File: config.mk
export PLATFORM = sky130hd
export DESIGN_NAME = cubic_bezier_tessellator
export DESIGN_NICKNAME = d
export VERILOG_FILES = /design/src/design/cbt_pkg.sv /design/src/design/cubic_bezier_tessellator.sv /design/src/design/cbt_front.sv /design/src/design/cbt_back.sv
export SDC_FILE = /design/constraint.sdc
export NUM_CORES = 2
export LEC_CHECK = 0
export ABC_AREA = 1
export BUFFER_PORTS_ARGS = -buffer_cell sky130_fd_sc_hd__clkbuf_2
export CORE_MARGIN = 2
export CORE_UTILIZATION = 35
export DETAILED_ROUTE_END_ITERATION = 10
export PLACE_DENSITY = 0.64
export RECOVER_POWER = 25
export SLEW_MARGIN = 10
export SYNTH_ARGS = -nofsm -noshare
export SYNTH_HDL_FRONTEND = slang
export SYNTH_SLANG_ARGS = --single-unit
export TNS_END_PERCENT = 100
File: constraint.sdc
create_clock -name clk -period 8.65 [get_ports clk]
set_clock_uncertainty 0.1 [all_clocks]
set_input_delay 0.865 -clock clk [delete_from_list [all_inputs] [get_ports clk]]
set_output_delay 0.865 -clock clk [all_outputs]
set_load 0.01 [all_outputs]
File: src/design/cbt_pkg.sv
// Shared types and constants for the cubic Bezier tessellator.
// No dependencies; imported by every module of the block.
package cbt_pkg;
  localparam int U_BITS    = 17;   // Q1.16 parameter, 0 .. 65536
  localparam int CNT_BITS  = 6;    // sample count and index width
  localparam int CFG_BITS  = 60;   // control point register width
  localparam int NUM_CP    = 4;

  // configuration register indexes
  localparam logic [1:0] CFG_CP0 = 2'd0;
  localparam logic [1:0] CFG_CP1 = 2'd1;
  localparam logic [1:0] CFG_CP2 = 2'd2;
  localparam logic [1:0] CFG_CP3 = 2'd3;

  // one queued request: clamped sample count
  typedef struct packed {
    logic [CNT_BITS-1:0] segs;   // s+1, number of segments
  } req_t;
endpackage

File: src/design/cubic_bezier_tessellator.sv
// Cubic Bezier tessellator top level: configuration registers,
// request front end and evaluation back end. Depends on cbt_pkg.
//
// Usage: write the four control points (x low, then y, then z, each a
// signed Q8.12 field) on the cfg channel while idle. Each request on the
// in channel carries an interior sample count s (clamped so s+2 fits
// MAX_POINTS_OUT) and yields s+2 points on the out channel at
// u = floor(i*65536/(s+1)), the last one marked with last_point.
// For each point, u comes from restoring division; the control points are
// then loaded and 18 lerps run on one shared multiplier before the point
// goes out. The front queue holds two requests, so new requests are taken
// while a curve is being evaluated.
// A stalled result holds in the output register and the sequencer
// waits on it. Reset clears the control points to zero, empties the
// queue and drops any result in flight.
module cubic_bezier_tessellator #(
  parameter int MAX_POINTS_OUT = 64,
  parameter int COORD_WIDTH    = 20
) (
  input  logic                          clk,
  input  logic                          rst_n,
  input  logic                          cfg_valid,
  output logic                          cfg_ready,
  input  logic [1:0]                    cfg_index,
  input  logic [cbt_pkg::CFG_BITS-1:0]  cfg_data,
  input  logic                          in_valid,
  output logic                          in_stall,
  input  logic [cbt_pkg::CNT_BITS-1:0]  in_extra_samples,
  output logic                          out_valid,
  input  logic                          out_stall,
  output logic signed [COORD_WIDTH-1:0] out_point_x,
  output logic signed [COORD_WIDTH-1:0] out_point_y,
  output logic signed [COORD_WIDTH-1:0] out_point_z,
  output logic [cbt_pkg::CNT_BITS-1:0]  out_sample_index,
  output logic                          out_last_point
);
  import cbt_pkg::*;

  logic [CFG_BITS-1:0] cp0_r, cp1_r, cp2_r, cp3_r;
  logic                q_valid, q_pop;
  req_t                q_data;

  assign cfg_ready = 1'b1;

  // register writes
  always_ff @(posedge clk) begin
    if (!rst_n) begin
      cp0_r <= '0;
      cp1_r <= '0;
      cp2_r <= '0;
      cp3_r <= '0;
    end else if (cfg_valid) begin
      unique case (cfg_index)
        CFG_CP0: cp0_r <= cfg_data;
        CFG_CP1: cp1_r <= cfg_data;
        CFG_CP2: cp2_r <= cfg_data;
        CFG_CP3: cp3_r <= cfg_data;
        default: ;
      endcase
    end
  end

  cbt_front #(.MAX_POINTS_OUT(MAX_POINTS_OUT)) u_front (
    .clk, .rst_n, .in_valid, .in_stall, .in_extra_samples,
    .q_valid, .q_pop, .q_data
  );

  cbt_back #(.COORD_WIDTH(COORD_WIDTH)) u_back (
    .clk, .rst_n, .cp0(cp0_r), .cp1(cp1_r), .cp2(cp2_r), .cp3(cp3_r),
    .q_valid, .q_pop, .q_data, .out_valid, .out_stall,
    .out_point_x, .out_point_y, .out_point_z, .out_sample_index, .out_last_point
  );
endmodule

File: src/design/cbt_front.sv
// Front end: accepts requests, clamps the sample count and queues it.
// Depends on cbt_pkg.
module cbt_front #(
  parameter int MAX_POINTS_OUT = 64
) (
  input  logic                          clk,
  input  logic                          rst_n,
  input  logic                          in_valid,
  output logic                          in_stall,
  input  logic [cbt_pkg::CNT_BITS-1:0]  in_extra_samples,
  output logic                          q_valid,
  input  logic                          q_pop,
  output cbt_pkg::req_t                 q_data
);
  import cbt_pkg::*;

  localparam logic [CNT_BITS:0] MaxS = (CNT_BITS+1)'(MAX_POINTS_OUT - 2);

  req_t             mem_r [2];
  logic             wp_r, wp_nxt, rp_r, rp_nxt;
  logic [1:0]       cnt_r, cnt_nxt;
  logic [CNT_BITS:0] s_cl;
  logic             push;

  assign in_stall = (cnt_r == 2'd2);
  assign push     = in_valid && !in_stall;
  assign q_valid  = (cnt_r != 2'd0);
  assign q_data   = mem_r[rp_r];

  // clamp s, then store s+1
  always_comb begin
    s_cl = {1'b0, in_extra_samples};
    if (s_cl > MaxS) s_cl = MaxS;
  end

  always_comb begin
    wp_nxt  = wp_r ^ push;
    rp_nxt  = rp_r ^ q_pop;
    cnt_nxt = cnt_r + {1'b0, push} - {1'b0, q_pop};
  end

  always_ff @(posedge clk) begin
    if (!rst_n) begin
      wp_r  <= 1'b0;
      rp_r  <= 1'b0;
      cnt_r <= 2'd0;
    end else begin
      wp_r  <= wp_nxt;
      rp_r  <= rp_nxt;
      cnt_r <= cnt_nxt;
    end
    if (push) mem_r[wp_r].segs <= CNT_BITS'(s_cl + 1'b1);
  end
endmodule

File: src/design/cbt_back.sv
// Back end: sequencer computing u by restoring division and three levels of
// de Casteljau lerps on one shared multiplier. Depends on cbt_pkg.
module cbt_back #(
  parameter int COORD_WIDTH = 20
) (
  input  logic                          clk,
  input  logic                          rst_n,
  input  logic [cbt_pkg::CFG_BITS-1:0]  cp0,
  input  logic [cbt_pkg::CFG_BITS-1:0]  cp1,
  input  logic [cbt_pkg::CFG_BITS-1:0]  cp2,
  input  logic [cbt_pkg::CFG_BITS-1:0]  cp3,
  input  logic                          q_valid,
  output logic                          q_pop,
  input  cbt_pkg::req_t                 q_data,
  output logic                          out_valid,
  input  logic                          out_stall,
  output logic signed [COORD_WIDTH-1:0] out_point_x,
  output logic signed [COORD_WIDTH-1:0] out_point_y,
  output logic signed [COORD_WIDTH-1:0] out_point_z,
  output logic [cbt_pkg::CNT_BITS-1:0]  out_sample_index,
  output logic                          out_last_point
);
  import cbt_pkg::*;

  localparam int CW = COORD_WIDTH;
  localparam int DW = CW + 1;            // difference width
  localparam int PW = DW + U_BITS + 1;   // product width
  localparam int NB = CNT_BITS + 16 + 1; // dividend width
  localparam int DIV_STEPS = NB;

  localparam logic [2:0] S_IDLE = 3'd0;
  localparam logic [2:0] S_DIV  = 3'd1;
  localparam logic [2:0] S_LOAD = 3'd2;
  localparam logic [2:0] S_MUL  = 3'd3;
  localparam logic [2:0] S_ADD  = 3'd4;
  localparam logic [2:0] S_OUT  = 3'd5;

  logic [2:0]            st_r, st_nxt;
  logic [CNT_BITS-1:0]   segs_r, idx_r;
  logic [NB-1:0]         quo_r;        // dividend shifting into quotient
  logic [CNT_BITS:0]     rem_r;
  logic [4:0]            dstep_r;
  logic [U_BITS-1:0]     u_r;
  logic signed [CW-1:0]  p_r [3][4];
  logic [1:0]            axis_r, j_r, lvl_r;  // lvl_r counts k = 3..1
  logic signed [PW-1:0]  prod_r;
  logic signed [CW-1:0]  a_s, b_s;
  logic signed [DW-1:0]  diff;
  logic signed [PW-1:0]  prod_c, q_c;
  logic [CNT_BITS:0]     rem_sh;
  logic signed [CW-1:0]  res_x_r, res_y_r, res_z_r;
  logic [CNT_BITS-1:0]   oidx_r;
  logic                  olast_r, ovalid_r;

  function automatic logic [CFG_BITS-1:0] cp_sel(input int k);
    case (k)
      0: cp_sel = cp0;
      1: cp_sel = cp1;
      2: cp_sel = cp2;
      default: cp_sel = cp3;
    endcase
  endfunction

  assign out_valid        = ovalid_r;
  assign out_point_x      = res_x_r;
  assign out_point_y      = res_y_r;
  assign out_point_z      = res_z_r;
  assign out_sample_index = oidx_r;
  assign out_last_point   = olast_r;
  assign q_pop            = (st_r == S_IDLE) && q_valid;

  // shared lerp datapath
  assign a_s    = p_r[axis_r][j_r];
  assign b_s    = p_r[axis_r][j_r + 2'd1];
  assign diff   = DW'(b_s) - DW'(a_s);
  assign prod_c = PW'(diff) * $signed({1'b0, u_r});
  // floor division by 65536 is an arithmetic shift
  assign q_c    = prod_r >>> 16;
  assign rem_sh = {rem_r[CNT_BITS-1:0], quo_r[NB-1]};

  always_comb begin
    st_nxt = st_r;
    unique case (st_r)
      S_IDLE: if (q_valid) st_nxt = S_DIV;
      S_DIV:  if (dstep_r == 5'(DIV_STEPS - 1)) st_nxt = S_LOAD;
      S_LOAD: st_nxt = S_MUL;
      S_MUL:  st_nxt = S_ADD;
      S_ADD:  if (axis_r == 2'd2 && j_r == lvl_r - 2'd1 && lvl_r == 2'd1)
                st_nxt = S_OUT;
              else st_nxt = S_MUL;
      S_OUT:  if (!ovalid_r || !out_stall)
                st_nxt = (idx_r == segs_r) ? S_IDLE : S_DIV;
      default: st_nxt = S_IDLE;
    endcase
  end

  always_ff @(posedge clk) begin
    if (!rst_n) begin
      st_r     <= S_IDLE;
      ovalid_r <= 1'b0;
    end else begin
      st_r <= st_nxt;
      if (st_r == S_OUT && (!ovalid_r || !out_stall)) ovalid_r <= 1'b1;
      else if (ovalid_r && !out_stall) ovalid_r <= 1'b0;
    end

    unique case (st_r)
      S_IDLE: begin
        segs_r <= q_data.segs;
        idx_r  <= '0;
        quo_r  <= '0;
        rem_r  <= '0;
        dstep_r <= '0;
      end
      S_DIV: begin
        // restoring division of i*65536 by s+1, one bit a cycle
        dstep_r <= dstep_r + 5'd1;
        if (rem_sh >= {1'b0, segs_r}) begin
          rem_r <= rem_sh - {1'b0, segs_r};
          quo_r <= {quo_r[NB-2:0], 1'b1};
        end else begin
          rem_r <= rem_sh;
          quo_r <= {quo_r[NB-2:0], 1'b0};
        end
      end
      S_LOAD: begin
        u_r <= quo_r[U_BITS-1:0];
        for (int k = 0; k < 4; k++) begin
          p_r[0][k] <= CW'(cp_sel(k) >> 0);
          p_r[1][k] <= CW'(cp_sel(k) >> CW);
          p_r[2][k] <= CW'(cp_sel(k) >> (2*CW));
        end
        axis_r <= 2'd0;
        j_r    <= 2'd0;
        lvl_r  <= 2'd3;
      end
      S_MUL: prod_r <= prod_c;
      S_ADD: begin
        p_r[axis_r][j_r] <= a_s + CW'(q_c);
        if (axis_r == 2'd2) begin
          axis_r <= 2'd0;
          if (j_r == lvl_r - 2'd1) begin
            j_r   <= 2'd0;
            lvl_r <= lvl_r - 2'd1;
          end else j_r <= j_r + 2'd1;
        end else axis_r <= axis_r + 2'd1;
      end
      S_OUT: if (!ovalid_r || !out_stall) begin
        res_x_r <= p_r[0][0];
        res_y_r <= p_r[1][0];
        res_z_r <= p_r[2][0];
        oidx_r  <= idx_r;
        olast_r <= (idx_r == segs_r);
        idx_r   <= idx_r + 1'b1;
        dstep_r <= '0;
        rem_r   <= '0;
        quo_r   <= {1'b0, idx_r + 1'b1, 16'd0};
      end
      default: ;
    endcase
  end
endmodule

==> impl_metrics.env <==
export IMPL_gr_total_overflow=0
export IMPL_finalHoldViolCount=0
export IMPL_dp_cells=7101
export IMPL_outcome="finished with violations"
export IMPL_cp_required_ns=8.99
export IMPL_synth_edf_count=488
export IMPL_mostFrequentLayoutCell="nand2_1"
export IMPL_grt_usage_pct=25.0
export IMPL_fmax_ghz=0.119
export IMPL_crit_type="reg -> reg"
export IMPL_synth_nets=5722
export IMPL_slowest_delay_ns=0.61
export IMPL_route_antenna_remaining_nets=0
export IMPL_hpwl_um=127000
export IMPL_drtIter0Drc=4613
export IMPL_final_cell_mix="nand2_1, inv_1, nor2_1"
export IMPL_final_core_util_pct=41.4
export IMPL_grt_pass1_wl_um=244000
export IMPL_slowest_stage="fa_1"
export IMPL_setup_viol=0
export IMPL_cts_tree="done"
export IMPL_cap_violations=6
export IMPL_dr_pass1_iters=6
export IMPL_core_area_um2=129000
export IMPL_syn_area_per_cell_um2=8.82
export IMPL_dieArea_um2=133000
export IMPL_multi_input_area_um2=22700
export IMPL_antenna_found_initial=20
export IMPL_cp_end_kind="register"
export IMPL_cp_start_kind="register"
export IMPL_cts_root_buf="clkbuf_16"
export IMPL_cp_common_cell="fa_1"
export IMPL_synthXorXnorAreaFrac_pct=1.19
export IMPL_yosysSeqAreaShare_pct=43.1
export IMPL_synthCells=5168
export IMPL_synth_compound_area_share_pct=10.5
export IMPL_ys_flop_type="edfxtp_1"
export IMPL_clock_latency_ns=0.72
export IMPL_slew_headroom_pct=-271
export IMPL_synth_adder_area_share_pct=18.8
export IMPL_violations="capacitance limit, slew limit"
export IMPL_drive_gt1_share_pct=14.0
export IMPL_worstMarginPinSlew_ns=5.57
export IMPL_met1_length_um=70000
export IMPL_routed_wl_um=169000
export IMPL_clk_pin_slew_ns=0.06
export IMPL_grt_max_degree=146
export IMPL_die_w_um=365
export IMPL_grt_pass1_vias=36700
export IMPL_fin_crit_sh_pct=97.4
export IMPL_yosysUniqueCellTypes=56
export IMPL_cts_hold_buf=0
export IMPL_yosysWarnings=0
export IMPL_ios=143
export IMPL_vias_per_cell=5.26
export IMPL_post_route_drc_count=0
export IMPL_fin_crit_ns=8.42
export IMPL_synth_top_family_by_area="adder cells"
export IMPL_fp_dieH_um=365
export IMPL_fillerInstances=12800
export IMPL_crit_path_max_fanout=15
export IMPL_io_buffers=141
export IMPL_fin_cells=7281
export IMPL_rows=132
export IMPL_ys_ff_latch=738
export IMPL_top_layer="met5"
export IMPL_regArea_um2=19700
export IMPL_num_vias=38300
export IMPL_wire_per_inst_um=23.2
export IMPL_clockBufferDepth=3
export IMPL_muxShareOfSynthArea_pct=0
export IMPL_wl_met3_um=17500
export IMPL_slew_violations=331
export IMPL_wl_met2_um=73200
export IMPL_whs_ns=0.336
export IMPL_synthSimpleGateAreaFrac_pct=18.3
export IMPL_hold_class="in -> reg"
export IMPL_async_flop_share_pct=0
export IMPL_mappedNetlistArea_um2=45600
export IMPL_gp_congestion=1.02
export IMPL_start_util_pct=35.2
export IMPL_numCtsBuffers=81
export IMPL_cts_htree_levels=3
export IMPL_clock_sinks=738
export IMPL_synthToLayoutAreaGrowth_pct=17.4
export IMPL_fin_nets=6022
export IMPL_worst_ep_arrival_time_ns=8.76
## cell type report
class                           instances  area share [%]
Antenna cell                            2         0.00936
Clock buffer                          115            4.29
Clock inverter                         37           0.767
Inverter                              704            4.99
Multi-Input combinational cell       3470            42.4
Sequential cell                       738            36.8
Tap cell                             1742            4.07
Timing Repair Buffer                  473            6.67
## kinds of logic (layout without fill, tap and decap cells)
logic type | count (synthesis) | count (layout)
other cells | 1 | 3
compound gates | 849 | 849
simple gates | 2082 | 2082
flops | 738 | 738
xor+xnor | 57 | 57
buf+inv | 960 | 1329
fa+ha+maj | 481 | 481
## through the flow
step                setup WS (ns)  TNS [ns]  area, µm²
floorplan                  0.0276         0      45600
global placement           -0.114    -0.270      50100
detailed placement         -0.162    -0.459      50100
CTS                        0.0217         0      52900
global route              -0.0567    -0.264      53500
finish                      0.228         0      53500
## Yosys cell counts (13+ instances only)
cell type | count | area, µm²
dfxtp_1 | 250 | 5000
nor3_1 | 18 | 90.1
inv_2 | 19 | 71.3
edfxtp_1 | 488 | 14700
ha_1 | 144 | 1800
nand4_1 | 13 | 81.3
nand2_1 | 1125 | 4220
o21ai_1 | 13 | 65.1
buf_2 | 43 | 215
xor2_1 | 33 | 289
a32o_1 | 64 | 641
xnor2_1 | 18 | 158
nor2_1 | 661 | 2480
inv_1 | 670 | 2510
fa_1 | 337 | 6750
or2_2 | 21 | 131
a31oi_1 | 16 | 100
clkinv_1 | 14 | 52.6
clkbuf_1 | 193 | 724
o21ai_0 | 486 | 2430
nand3_1 | 204 | 1020
a21oi_1 | 206 | 1030
a21o_1 | 14 | 105
## per-layer routing
metal / up-vias / global-route usage (%)
met1: 18700 / 34.7
met5: - / 0
met2: 2051 / 37.6
met4: 12 / 11.5
met3: 350 / 4.96
li1: 17200 / -
## what timing repair did
action,4_1_cts,5_1_grt
buffers inserted,0,21
gates resized for setup,10,125
endpoints found under the setup margin,6,20
pin swaps,1,24
cloned,0,5
hold endpoints to repair,0,0
## worst paths after layout
path | startpoint | end | slack [ns] | cells past startpoint
worst min-delay path | cfg_data[5] | cp2_r[5] | 0.34 | 3
worst max-delay path | register | u_back.prod_r[29] | 0.23 | 35
worst min register to register | u_back.quo_r[4] | u_back.u_r[4] | 0.34 | 0
worst max register to register | register | u_back.prod_r[29] | 0.23 | 35
## state kept, by name, summed over array words and instances (netlist names), 3 cells and up, named ones only
signal                   count
u_back.idx_r                 6
u_back.u_r                  17
u_back.p_r                 320
out_point_x                 20
u_back.dstep_r               5
u_front.mem_r               12
u_back.quo_r                23
u_back.segs_r                6
u_back.prod_r               20
u_back.out_sample_index      6
cp1_r                       60
cp0_r                       60
out_point_z                 20
cp2_r                       60
u_back.rem_r                 6
out_point_y                 20
cp3_r                       60
u_back.st_r                  3
## worst max-delay path, delay by kind of cell (launching register included)
kind            cells  cell delay [ns]
xor+xnor            2             0.44
compound gates      7             1.48
simple gates        8             0.85
buf+inv            10             1.14
flops               1             0.39
fa+ha+maj           8             3.74
Power is left out: the tool's default activity adds up to more than one toggle a clock period on the data nets, which glitch-free logic cannot reach.
